### src/rtl/alt_pkg.sv
// Shared types, constants and the arctangent table of the tilt-angle block.
`default_nettype none

package alt_pkg;

  // Field and datapath widths.
  localparam int unsigned AXIS_W      = 16;
  localparam int unsigned ROLL_W      = 16;
  localparam int unsigned PITCH_W     = 15;
  localparam int unsigned FILT_W      = 32;
  localparam int unsigned FILT_FRAC   = 15;
  localparam int unsigned KEEP_W      = 33;
  localparam int unsigned WEIGHT_W    = 16;
  localparam int unsigned MUL_W       = 32;
  localparam int unsigned PROD_W      = 64;
  localparam int unsigned SQ_W        = 64;
  localparam int unsigned ROOT_W      = 32;
  localparam int unsigned CIN_W       = 34;
  localparam int unsigned CXY_W       = 36;
  localparam int unsigned Z_W         = 32;
  localparam int unsigned ZFRAC       = 20;
  localparam int unsigned ATAN_LEN    = 24;
  localparam int unsigned ATAN_IDX_W  = $clog2(ATAN_LEN);
  localparam int unsigned ATAN_W      = 27;

  // Vector normalization: grow the larger component to at least 2^NORM_TOP.
  localparam int unsigned NORM_TOP    = 30;
  localparam int unsigned NORM_COARSE = 8;

  // Filter weight in Q15: one, and the value after reset.
  localparam logic [WEIGHT_W-1:0] WEIGHT_ONE   = 16'd32768;
  localparam logic [WEIGHT_W-1:0] WEIGHT_RESET = 16'd16384;

  // 180 degrees with ZFRAC fraction bits.
  localparam logic signed [Z_W-1:0] HALF_TURN = 32'sd188743680;

  localparam int unsigned ROLL_LIM_DEG  = 180;
  localparam int unsigned PITCH_LIM_DEG = 90;

  typedef enum logic [3:0] {
    ST_IDLE,
    ST_MUL,
    ST_SQRT_GO,
    ST_SQRT_WAIT,
    ST_ROLL_GO,
    ST_ROLL_WAIT,
    ST_PITCH_GO,
    ST_PITCH_WAIT,
    ST_DONE
  } seq_state_t;

  typedef enum logic [1:0] {
    CP_IDLE,
    CP_NORM,
    CP_ITER,
    CP_DONE
  } cordic_phase_t;

  typedef struct packed {
    logic busy;
    logic done;
  } unit_stat_t;

  // atan(2^-i) in degrees with ZFRAC fraction bits.
  function automatic logic [ATAN_W-1:0] atan_deg_q20(input logic [ATAN_IDX_W-1:0] idx);
    logic [ATAN_W-1:0] v;
    case (idx)
      5'd0:    v = 27'd47185920;
      5'd1:    v = 27'd27855475;
      5'd2:    v = 27'd14718068;
      5'd3:    v = 27'd7471121;
      5'd4:    v = 27'd3750058;
      5'd5:    v = 27'd1876857;
      5'd6:    v = 27'd938658;
      5'd7:    v = 27'd469357;
      5'd8:    v = 27'd234682;
      5'd9:    v = 27'd117342;
      5'd10:   v = 27'd58671;
      5'd11:   v = 27'd29335;
      5'd12:   v = 27'd14668;
      5'd13:   v = 27'd7334;
      5'd14:   v = 27'd3667;
      5'd15:   v = 27'd1833;
      5'd16:   v = 27'd917;
      5'd17:   v = 27'd458;
      5'd18:   v = 27'd229;
      5'd19:   v = 27'd115;
      5'd20:   v = 27'd57;
      5'd21:   v = 27'd29;
      5'd22:   v = 27'd14;
      5'd23:   v = 27'd7;
      default: v = '0;
    endcase
    return v;
  endfunction

endpackage

`default_nettype wire

### src/rtl/alt_mul.sv
// Shared signed multiplier with a registered product.
`default_nettype none

module alt_mul
  import alt_pkg::*;
(
  input  wire logic                     clk,
  input  wire logic signed [MUL_W-1:0]  op_a,
  input  wire logic signed [MUL_W-1:0]  op_b,
  output logic signed [PROD_W-1:0]      prod
);

  always_ff @(posedge clk) begin
    prod <= PROD_W'(op_a) * PROD_W'(op_b);
  end

endmodule

`default_nettype wire

### config.mk
export PLATFORM = sky130hd
export DESIGN_NAME = alt_mul
export DESIGN_NICKNAME = d
export VERILOG_FILES = /design/src/rtl/alt_pkg.sv /design/src/rtl/alt_mul.sv
export SDC_FILE = /design/constraint.sdc
export NUM_CORES = 2
export LEC_CHECK = 0
export BUFFER_PORTS_ARGS = -buffer_cell sky130_fd_sc_hd__buf_2
export CORE_UTILIZATION = 60
export CTS_CLUSTER_SIZE = 14
export DETAILED_ROUTE_END_ITERATION = 10
export PLACE_DENSITY = 0.78
export REMOVE_ABC_BUFFERS = 1
export SETUP_SLACK_MARGIN = 0.02
export SYNTH_ARGS = -nofsm -noshare
export SYNTH_HDL_FRONTEND = slang
export SYNTH_SLANG_ARGS = --single-unit
### constraint.sdc
create_clock -name clk -period 7.5 [get_ports clk]
set_input_delay 0.75 -clock clk [delete_from_list [all_inputs] [get_ports clk]]
set_output_delay 0.75 -clock clk [all_outputs]
set_load 0.05 [all_outputs]
After elaboration in Yosys (flattened, before gate mapping)
Cells that the tools add are included.
{"block": "word_totals", "register_bits": 64, "in_bits": 65, "out_inout_bits": 64, "elab_cells": 2}
{"block": "op_classes", "n_mul": 1}
{"operator": "$mul A32 B32 Y64", "n": 1}

Longest topological paths before layout
{"block": "depth", "depth_word": 1, "mapped_depth": 28, "ltp_nobuf": 27}

Worst setup path before layout
OpenSTA, ideal clock, no wires.
{"block": "synth_timing", "kind": "input -> register", "start": "input op_b[2]", "end": "register prod[62]", "setup_time_ns": 0.072, "arrival_ns": 7.939, "required_time_ns": 7.428, "slack_ns": -0.511, "path_stages": 24, "n_path_buf": 1, "cell_sequence": "clkbuf_1 -> nand2_1 -> inv_1 -> fa_1 -> fa_1 -> fa_1 -> fa_1 -> inv_1 -> fa_1 -> inv_1 -> fa_1 -> inv_1 -> fa_1 -> inv_1 -> fa_1 -> ha_1 -> and3_1 -> nand2_1 -> or3_1 -> o22a_1 -> o211ai_1 -> a31oi_1 -> o31ai_1 -> xor2_1"}
{"block": "synth_between", "elab_chain_len": 1}
{"element": "start: declaration", "line_no": "alt_mul.sv:9", "source": "input wire logic signed [MUL_W-1:0] op_b,"}
{"element": "$mul A32 B32 Y64", "line_no": "alt_mul.sv:14", "source": "prod <= PROD_W'(op_a) * PROD_W'(op_b);"}
{"element": "end signal: assignment", "line_no": "alt_mul.sv:14"}
{"element": "end: declaration", "line_no": "alt_mul.sv:10", "source": "output logic signed [PROD_W-1:0] prod"}
No other way between the ends.

Worst setup path in the final report
{"block": "layout_timing", "start": "input op_b[20]", "end": "register prod[60]"}
The elaborated chain is that of the path after synthesis.

==> results.py <==
metrics = {
    "detailed_routing": {
        "first_pass_iters": 5,
        "ant_nets": 0,
        "routed_via_density": 5.52,
        "wl_met1_um": 39900,
        "vias": 28153,
        "met3_length_um": 9690,
        "drcViolationCount": 0,
        "wirelength_um": 105000,
        "wl_met2_um": 50200,
        "wl_per_cell_um": 20.5,
        "maxUsedRoutingLayer": "met5",
        "dr.first_iter.drc_count": 2216,
    },
    "final_layout": {
        "drive_gt1_frac": 0.185,
        "area_growth_pct": 17.7,
        "fillers": 4134,
        "seqCellArea_mm2": 0.00128,
        "multi_input_area_mm2": 0.0324,
        "largest_register_ffs": 64,
        "final_nets": 5646,
        "regMostFlops": "prod",
        "largestRegisters": "prod x64",
    },
    "synth": {
        "synthFlopType": "dfxtp_1",
        "syn_area_per_cell_um2": 9.59,
        "synth_cell_type_count": 63,
        "synthAdderAreaFrac": 0.643,
        "synth_top_family_by_area": "adder cells",
        "synth_xor_area_frac": 0.0176,
        "synth-seq-cells": 64,
        "syn_inst": 3884,
        "yosys.area_share.simple": 0.154,
        "yosys.area.top_type": "fa_1",
        "synth_edf_count": 0,
        "yosys.cell_count.top_type": "fa_1",
        "async_flop_share": 0,
        "synth_top_area_share": 0.582,
        "synth_compound_area_frac": 0.0346,
        "netlist_area_mm2": 0.0372,
        "seq_area_frac_synth": 0.0344,
        "ys_top_cells_by_area": "fa_1 58%, inv_1 9.6%, and2_1 8.7%",
        "synthMuxAreaShare": 0,
        "yosys_warnings": 0,
        "synth_common_cells": "1082 x fa_1, 952 x inv_1, 516 x and2_1",
    },
    "timing": {
        "fin_crit_ns": 7.55,
        "finalSetupViolations": 2,
        "setup_ws_ns": -0.0523,
        "period_share": 1.01,
        "tightest_slew_ns": 0.534,
        "timing.fmax_mhz": 132,
        "finalHoldViolCount": 0,
        "slew_violations": 0,
        "relSlewSlack": 0.640,
        "rsz0062_at_grt": "true",
    },
    "cts": {
        "h-tree-depth": 3,
        "cts_hold_buf": 0,
        "cts_sinks": 64,
        "clk_pin_slew_ns": 0.06,
        "root_buffer": "clkbuf_16",
        "cts_tree": "done",
        "cts_buffers": 9,
        "clock_path_buffers": 2,
    },
    "grt": {
        "grt_max_degree": 27,
        "antenna_found_initial": 3,
        "grt_pass1_vias": 31082,
        "overflow": 0,
        "grt_first_pass_wirelength_um": 164000,
        "gr-usage-all-layers": 0.340,
    },
    "die": {
        "initial_core_util": 0.612,
        "io_pins": 129,
        "fp.dieW_um": 251,
        "die_h_um": 251,
        "die_area_mm2": 0.0631,
        "rows": 90,
        "core-area_mm2": 0.0608,
    },
    "min_path": {
        "hold_path_class": "input pin to flop",
    },
    "placement": {
        "gp_congestion": 0.940,
        "dpl_worst_slack_ns": -0.742,
        "hpwlAfterDp_um": 87800,
        "io_buffers": 128,
    },
    "critical_path": {
        "startpoint_type": "input pin",
        "worstPathRequired_ns": 7.78,
        "worst-setup-path-type": "input pin to flop",
        "cp-end-kind": "flop",
        "arrival_ns": 7.83,
        "critical_path.max_fanout": 18,
    },
    "outcome": {
        "violations": "negative setup slack",
        "status": "finished with violations",
    },
    "job": {
        "max-cap-violations": 0,
    },
}
[layout make-up]
class / instances / area share
multi-input cells: 2668 / 0.738
repair buffers: 620 / 0.120
inverters: 952 / 0.0816
flip-flops and latches: 64 / 0.0292
well taps: 782 / 0.0223
clock buffers: 9 / 0.00514
clock inverters: 7 / 0.00291
diodes: 1 / 0.0000571
[placed cells by master, fill, tap and decap left out, drive strengths merged, types with 15 or more instances in the layout]
master  count
a21o       25
a21oi      68
and2      516
buf       611
clkbuf     18
dfxtp      64
fa       1082
ha        184
inv       954
nand2     511
nand3      15
nor2       42
o21ai      31
o21bai     15
xnor2      53
xor2       22
[worst paths after layout]
kind,from,to,slack [ns],depth (start not counted)
worst min-delay path,op_b[1],prod[1],1.02,3
worst max-delay path,op_b[20],prod[60],-0.05,26
[repair_timing]
action / 4_1_cts / 5_1_grt
endpoints found under the setup margin: 27 / 27
resized for setup: 108 / 208
cloned: 0 / 6
pin swaps: 38 / 89
setup buffers: 7 / 16
hold endpoints to repair: 0 / 0
[metrics by stage]
step | utilization | area (µm²) | instances | TNS (ns) | hold WS (ns)
after floorplan | - | 36500 | 3684 | -0.840 | 0.872
after global placement | 0.690 | 41900 | 5057 | -11.34 | 1.22
after detailed placement | 0.690 | 41900 | 5057 | -12.88 | 1.22
after CTS | 0.703 | 42700 | 5080 | -0.00579 | 1.06
after global routing | 0.721 | 43800 | 5102 | -1.24 | 1.04
final | 0.721 | 43800 | 5103 | -0.0628 | 1.02
[cell families after synthesis]
logic type	Yosys count
AOI/OAI and AO/OA	193
xor gates and xnor gates	75
adders and majority gates	1266
buffers and inverters	1152
DFF	64
and+or+nand+nor	1134
[worst max-delay path, cell delays in order]
cell and delay (ns):
buf_4 0.19, buf_4 0.18, and2_1 0.17, fa_1 0.53, inv_1 0.05, fa_1 0.47, inv_1 0.05, fa_1 0.48
fa_1 0.54, fa_2 0.60, fa_1 0.44, fa_2 0.59, fa_1 0.44, ha_1 0.32, a21oi_2 0.22, o31ai_4 0.08
buf_4 0.14, a21oi_1 0.14, o221a_2 0.23, o22a_1 0.13, o211ai_1 0.17, buf_4 0.19, a2111oi_2 0.30, o21bai_1 0.10
a21oi_1 0.16, xnor2_1 0.13
[routing by layer]
layer | global-route usage | vias up
met2 | 0.547 | 1359
met4 | 0.117 | 6
met5 | 0 | -
li1 | - | 11919
met3 | 0.0722 | 317
met1 | 0.461 | 14552
Power is not shown: default switching activity piles up to over one toggle a cycle in this logic, so the estimate is an artifact.
