$ cat src/rtl/alt_pkg.sv
// Shared types, constants and the arctangent table of the tilt-angle block.
`default_nettype none

package alt_pkg;

  // Field and datapath widths.
  localparam int unsigned AXIS_W      = 16;
  localparam int unsigned ROLL_W      = 16;
  localparam int unsigned PITCH_W     = 15;
  localparam int unsigned FILT_W      = 32;
  localparam int unsigned FILT_FRAC   = 15;
  localparam int unsigned KEEP_W      = 33;
  localparam int unsigned WEIGHT_W    = 16;
  localparam int unsigned MUL_W       = 32;
  localparam int unsigned PROD_W      = 64;
  localparam int unsigned SQ_W        = 64;
  localparam int unsigned ROOT_W      = 32;
  localparam int unsigned CIN_W       = 34;
  localparam int unsigned CXY_W       = 36;
  localparam int unsigned Z_W         = 32;
  localparam int unsigned ZFRAC       = 20;
  localparam int unsigned ATAN_LEN    = 24;
  localparam int unsigned ATAN_IDX_W  = $clog2(ATAN_LEN);
  localparam int unsigned ATAN_W      = 27;

  // Vector normalization: grow the larger component to at least 2^NORM_TOP.
  localparam int unsigned NORM_TOP    = 30;
  localparam int unsigned NORM_COARSE = 8;

  // Filter weight in Q15: one, and the value after reset.
  localparam logic [WEIGHT_W-1:0] WEIGHT_ONE   = 16'd32768;
  localparam logic [WEIGHT_W-1:0] WEIGHT_RESET = 16'd16384;

  // 180 degrees with ZFRAC fraction bits.
  localparam logic signed [Z_W-1:0] HALF_TURN = 32'sd188743680;

  localparam int unsigned ROLL_LIM_DEG  = 180;
  localparam int unsigned PITCH_LIM_DEG = 90;

  typedef enum logic [3:0] {
    ST_IDLE,
    ST_MUL,
    ST_SQRT_GO,
    ST_SQRT_WAIT,
    ST_ROLL_GO,
    ST_ROLL_WAIT,
    ST_PITCH_GO,
    ST_PITCH_WAIT,
    ST_DONE
  } seq_state_t;

  typedef enum logic [1:0] {
    CP_IDLE,
    CP_NORM,
    CP_ITER,
    CP_DONE
  } cordic_phase_t;

  typedef struct packed {
    logic busy;
    logic done;
  } unit_stat_t;

  // atan(2^-i) in degrees with ZFRAC fraction bits.
  function automatic logic [ATAN_W-1:0] atan_deg_q20(input logic [ATAN_IDX_W-1:0] idx);
    logic [ATAN_W-1:0] v;
    case (idx)
      5'd0:    v = 27'd47185920;
      5'd1:    v = 27'd27855475;
      5'd2:    v = 27'd14718068;
      5'd3:    v = 27'd7471121;
      5'd4:    v = 27'd3750058;
      5'd5:    v = 27'd1876857;
      5'd6:    v = 27'd938658;
      5'd7:    v = 27'd469357;
      5'd8:    v = 27'd234682;
      5'd9:    v = 27'd117342;
      5'd10:   v = 27'd58671;
      5'd11:   v = 27'd29335;
      5'd12:   v = 27'd14668;
      5'd13:   v = 27'd7334;
      5'd14:   v = 27'd3667;
      5'd15:   v = 27'd1833;
      5'd16:   v = 27'd917;
      5'd17:   v = 27'd458;
      5'd18:   v = 27'd229;
      5'd19:   v = 27'd115;
      5'd20:   v = 27'd57;
      5'd21:   v = 27'd29;
      5'd22:   v = 27'd14;
      5'd23:   v = 27'd7;
      default: v = '0;
    endcase
    return v;
  endfunction

endpackage

`default_nettype wire

$ cat src/rtl/alt_isqrt.sv
// Iterative integer square root, one result bit per cycle.
`default_nettype none

module alt_isqrt
  import alt_pkg::*;
(
  input  wire logic            clk,
  input  wire logic            rst_n,
  input  wire logic            start,
  input  wire logic [SQ_W-1:0] value,
  output logic [ROOT_W-1:0]    root,
  output unit_stat_t           stat
);

  localparam int unsigned REM_W = ROOT_W + 3;
  localparam int unsigned CNT_W = $clog2(ROOT_W);
  localparam logic [CNT_W-1:0] CNT_LAST = CNT_W'(ROOT_W - 1);

  logic [SQ_W-1:0]   rad_r;
  logic [REM_W-1:0]  rem_r;
  logic [ROOT_W-1:0] root_r;
  logic [CNT_W-1:0]  cnt_r;
  logic              busy_r;
  logic              done_r;

  logic [REM_W-1:0]  rem_sh;
  logic [REM_W-1:0]  trial;
  logic              fits;

  always_comb begin
    rem_sh = {rem_r[REM_W-3:0], rad_r[SQ_W-1 -: 2]};
    trial  = REM_W'({root_r, 2'b01});
    fits   = (rem_sh >= trial);
  end

  always_ff @(posedge clk) begin
    if (!rst_n) begin
      busy_r <= 1'b0;
      done_r <= 1'b0;
      cnt_r  <= '0;
    end else begin
      done_r <= 1'b0;
      if (start && !busy_r) begin
        busy_r <= 1'b1;
        cnt_r  <= '0;
      end else if (busy_r) begin
        cnt_r <= cnt_r + 1'b1;
        if (cnt_r == CNT_LAST) begin
          busy_r <= 1'b0;
          done_r <= 1'b1;
        end
      end
    end
  end

  always_ff @(posedge clk) begin
    if (start && !busy_r) begin
      rad_r  <= value;
      rem_r  <= '0;
      root_r <= '0;
    end else if (busy_r) begin
      rad_r <= {rad_r[SQ_W-3:0], 2'b00};
      if (fits) begin
        rem_r  <= rem_sh - trial;
        root_r <= {root_r[ROOT_W-2:0], 1'b1};
      end else begin
        rem_r  <= rem_sh;
        root_r <= {root_r[ROOT_W-2:0], 1'b0};
      end
    end
  end

  assign root      = root_r;
  assign stat.busy = busy_r;
  assign stat.done = done_r;

endmodule

`default_nettype wire

$ cat config.mk
export PLATFORM = sky130hd
export DESIGN_NAME = alt_isqrt
export DESIGN_NICKNAME = d
export VERILOG_FILES = /design/src/rtl/alt_pkg.sv /design/src/rtl/alt_isqrt.sv
export SDC_FILE = /design/constraint.sdc
export NUM_CORES = 1
export LEC_CHECK = 0
export BUFFER_PORTS_ARGS = -buffer_cell sky130_fd_sc_hd__buf_2
export CAP_MARGIN = 20
export CORE_ASPECT_RATIO = 1.2
export CORE_MARGIN = 5
export CORE_UTILIZATION = 58
export DETAILED_ROUTE_END_ITERATION = 7
export PLACE_DENSITY = 0.8
export SLEW_MARGIN = 30
export SYNTH_ARGS = -nofsm -noshare
export SYNTH_HDL_FRONTEND = slang
export SYNTH_SLANG_ARGS = --single-unit
export TNS_END_PERCENT = 30
$ cat constraint.sdc
create_clock -name clk -period 4.2 [get_ports clk]
set_input_delay 0.21 -clock clk [delete_from_list [all_inputs] [get_ports clk]]
set_output_delay 0.21 -clock clk [all_outputs]
set_load 0.01 [all_outputs]
Yosys cells after proc, flatten, opt, wreduce, memory -nomap -nowiden --
Cells that the tools add are included.
Storage, ports and cells: bits in registers 136, input bits 67, output and inout bits 34, logic and storage cells 25
Operators by class: add/subtract/negate cells 2, $lt $le $gt $ge 1, equality and inequality tests 1, mux-type cells 8, bitwise gates (word level) 2, reductions and logical operators 5
Operators with widths (count):
- two-way mux 64 bit | 2
- greater-or-equal comparator 35 x 34 -> 1 bit | 1
- two-way mux 33 bit | 1
- subtractor 33 bit | 1
- adder 5 x 1 -> 5 bit, second input constant | 1
- equality test 5 bit, second input constant | 1
- two-way mux 1 bit | 5
- OR reduction 3 bit | 1
- NOT 1 bit | 2
- nonzero test 2 bit | 1
- OR reduction 2 bit | 1
- logical AND 1 bit | 1
- zero test 1 bit | 1

Longest topological paths before layout --
depth in word-level cells 4, gate-level depth with buffers 14, mapped depth without buffers 12

Worst setup path after synthesis --
No wires, ideal clock.
kind register to register, start point register root_r[3] (netlist: root[3]), end point register rem_r[21], setup time 117 ps, data arrival time 2917 ps, required time 4083 ps, slack 1167 ps, cell stages (with the launch flop) 14, buffers on the path 1, period minus slack after synthesis 3033 ps, path through dfxtp_1 inv_1 ha_1 o21a_1 o21a_4 a31oi_4 o21ai_4 a311oi_4 o31ai_4 a211oi_2 o31ai_4 buf_6 mux2_4 a22o_1
Between the ends: cells in the longest elaborated chain, start to end 2, elaborated cells between the ends (all ways) 3, classes of those cells add/sub (1); order compare (1); mux (1)
RTL lines:
- start: declaration | line alt_isqrt.sv:21 | logic [ROOT_W-1:0] root_r;
- start signal: assignment | line alt_isqrt.sv:65 | root_r <= {root_r[ROOT_W-2:0], 1'b1};
- start signal: assignment | line alt_isqrt.sv:68 | root_r <= {root_r[ROOT_W-2:0], 1'b0};
- subtractor 33 bit or greater-or-equal comparator 35 x 34 -> 1 bit (tied branches) | line alt_isqrt.sv:64, alt_isqrt.sv:33
- two-way mux 33 bit (*) | line alt_isqrt.sv:63 | if (fits) begin
- end signal: assignment | line alt_isqrt.sv:64 | rem_r <= rem_sh - trial;
- end signal: assignment | line alt_isqrt.sv:67 | rem_r <= rem_sh;
- end: declaration | line alt_isqrt.sv:20 | logic [REM_W-1:0] rem_r;
Mark *: on every way between the ends. The rest lies on a longest branch, timed or not. A chain may end at the register's enable or synchronous reset.

Worst setup path in the final report --
start point register root_r[0] (netlist: root[0]), end point register rem_r[6]
The elaborated chain is that of the path after synthesis.

==> run metrics <==
first-pass GRT wire length 25600 µm; post-cts resize count 0; pre-CTS setup slack 913 ps; root buf cell clkbuf_16; worst slew pin tran 720 ps; post-synthesis sequential area ratio 45.9%; area delta synth->final 16.6%; Area contributors post-synth edfxtp_1 26%, dfxtp_1 20%, mux2_2 9.5%; post-route minimum period 3310 ps; Worst-Skew Late Latency 430 ps; Final Hold Vio Count 0; setup bufs post-CTS 0; largest net degree at the start of global routing 74; asr flop ratio synth 0%; CTS tree done; Final Hold Slack 41.5 ps; final critical-path share of the clock period 78.8%; Cell Area, Placed 7950 µm²; DRT antenna net count 0; gr ovfl total 0; Crit path max-delay family compound AO/OA/AOI/OAI gates; Max-Cap Viols 0; hpwl dp 11100 µm; Post-Layout Inst Area 8540 µm²; Detailed Route WL 15500 µm; worst reg2reg path depth 13; Synth Area per Inst 11.3 µm²; max-slew violation count 0; Yosys top cell area share 26.2%; post-route setup TNS 0 ps; Synth Net Count 753; crit-path cells inv_1, ha_1, o211ai_2, o211ai_2, a31oi_4, o21ai_4, a311oi_4, o31ai_4, a211oi_2, o31ai_4, buf_4, mux2_4, a22o_1; Final Util 68.3%; top_reg_cell synth dfxtp_1; post-synthesis cell count 650; most common cell in the netlist dfxtp_1; P_leak 3.58 nW; Worst path depth 13; initial antenna violation count 0; wire length per cell 16.8 µm; DR vias/cell 5.77; Post-CTS Hold Buffers 0; status completed; Total Routing Usage GR 21.1%; FF-to-FF End rem_r[6]; Mapped Area 7320 µm²; CTS max path bufs 2; clock buffer count from CTS 17; Cell Int Power 0.00410 W; Setup crit end kind flop; Die Span X 113 µm; via count 5300; endpoints failing setup 0; Sink Count 136; hold path startpoint rst_n; # diodes 0; Fmax 0.302 GHz; kind of critical path reg2reg; worst clock skew 9.47 ps; starting density of the core 58.6%; Ys Warns 0; Worst setup SP type flop; WP buf/inv 2; R2R setup slack 890 ps; Final nets 845; Worst R2R Start root[0]; row cnt 45; H-tree Lvls 4; drt first pass iters 4; leading area contributor after synthesis edfxtp_1; Peak VDD IR 0.476 mV; DRT iter0 DRCs 248; vias in the first global route 5526; full die area 15000 µm²; core area 12500 µm²; required time worst endpoint 4510 ps; Netlist cell types 62; Post-synth EDFFs 64; Crit Path Max Fanout 20; WP data arrival 3620 ps; slew margin rel. 51.9%; CP Launch Point root[0]; # IOs 101; Routability Congestion 0.911; clock power share 22.9%; unrepaired setup endpoints after global routing false; Die Span Y 133 µm; Port Buffers 100; max incr delay on CP 370 ps; Worst Hold Class in2reg; # DRC 0; most frequent cells after synthesis 72 x dfxtp_1, 64 x edfxtp_1, 62 x mux2_2, 59 x nand2_1, 41 x inv_1; CP Capture Point rem_r[6]; Power Dens Cells 739 nW/µm²; fin worst setup slack 889 ps; slowest CP cell ha_1; flops & latches, synth 136; Seq pwr share 27.8%; share of layout cells above drive strength 1 32.8%; Net Sw Power 0.00222 W; switching share of power 35.1%; CTS clock-pin slew for the worst setup and hold paths 60 ps; combinational share of power 49.3%
==> power groups by stage <==
stage	Sequential [W]	Clock (W)	Combinational, W
6_report	0.00176	0.00144	0.00311
2_1_floorplan	0.00173	0	0.00264
4_1_cts	0.00176	0.00147	0.00311
3_3_place_gp	0.00177	0	0.00297
5_1_grt	0.00178	0.00153	0.00338
3_5_place_dp	0.00178	0	0.00308
==> routing by layer <==
layer / global-route usage [%] / part of all wire, % / wire length, µm
met2: 35.0 / 49 / 7600
met3: 7.50 / 6.2 / 958
met4: 9.82 / 2.8 / 438
met1: 24.2 / 42 / 6480
met5: 0 / 0 / 0
==> registers in the layout, summed over array words and instances, names as in the netlist <==
signal / count
root: 32
busy_r: 1
rad_r: 64
done_r: 1
cnt_r: 5
rem_r: 33
==> area by class of cell <==
| cell class | count | area [µm²] |
|---|---|---|
| Fill cell | 959 | 3960 |
| Multi-Input combinational cell | 437 | 3640 |
| Sequential cell | 136 | 3370 |
| Timing Repair Buffer | 109 | 588 |
| Clock buffer | 20 | 467 |
| Tap cell | 164 | 205 |
| Inverter | 41 | 154 |
| Clock inverter | 12 | 118 |
==> worst min path at each step <==
stage,to,depth (start not counted),slack [ps]
global placement,rem_r[31],2,450
detailed placement,rem_r[31],2,460
global route,busy_r,2,30
floorplan,busy_r,1,360
finish,busy_r,2,40
CTS,busy_r,2,20
==> cells in the final DEF, fill, tap and decap left out, types with 18 or more instances in the layout <==
cell type	count
a22o_1	24
o31ai_1	31
mux2_2	62
dfxtp_1	71
a21oi_1	27
inv_1	40
edfxtp_1	64
a21o_1	18
ha_1	36
nand2_1	59
xnor2_1	18
buf_2	100
mux2_4	22
==> metrics by stage <==
step,total power [W],cells
final,0.00631,919
after global routing,0.00669,919
after CTS,0.00634,919
after detailed placement,0.00486,887
after global placement,0.00474,886
after floorplan,0.00438,650
==> cells by family (layout without fill, tap and decap cells) <==
| group | Yosys count | count (layout) | synth area share (%) |
|---|---|---|---|
| compound gates | 158 | 158 | 17.0 |
| xor+xnor | 32 | 32 | 3.83 |
| simple gates | 122 | 122 | 7.86 |
| fa+ha+maj | 36 | 36 | 6.15 |
| flops | 136 | 136 | 45.9 |
| mux | 89 | 89 | 14.7 |
| buf+inv | 77 | 182 | 4.49 |
==> worst register-to-register path, stage by stage, from the launching register on <==
cell and delay (ps):
dfxtp_1 360, inv_1 60, ha_1 370, o211ai_2 110, o211ai_2 270, a31oi_4 150, o21ai_4 210, a311oi_4 150
o31ai_4 300, a211oi_2 120, o31ai_4 200, buf_4 340, mux2_4 340, a22o_1 190
Note: power is estimated with default switching activity, not from simulation.
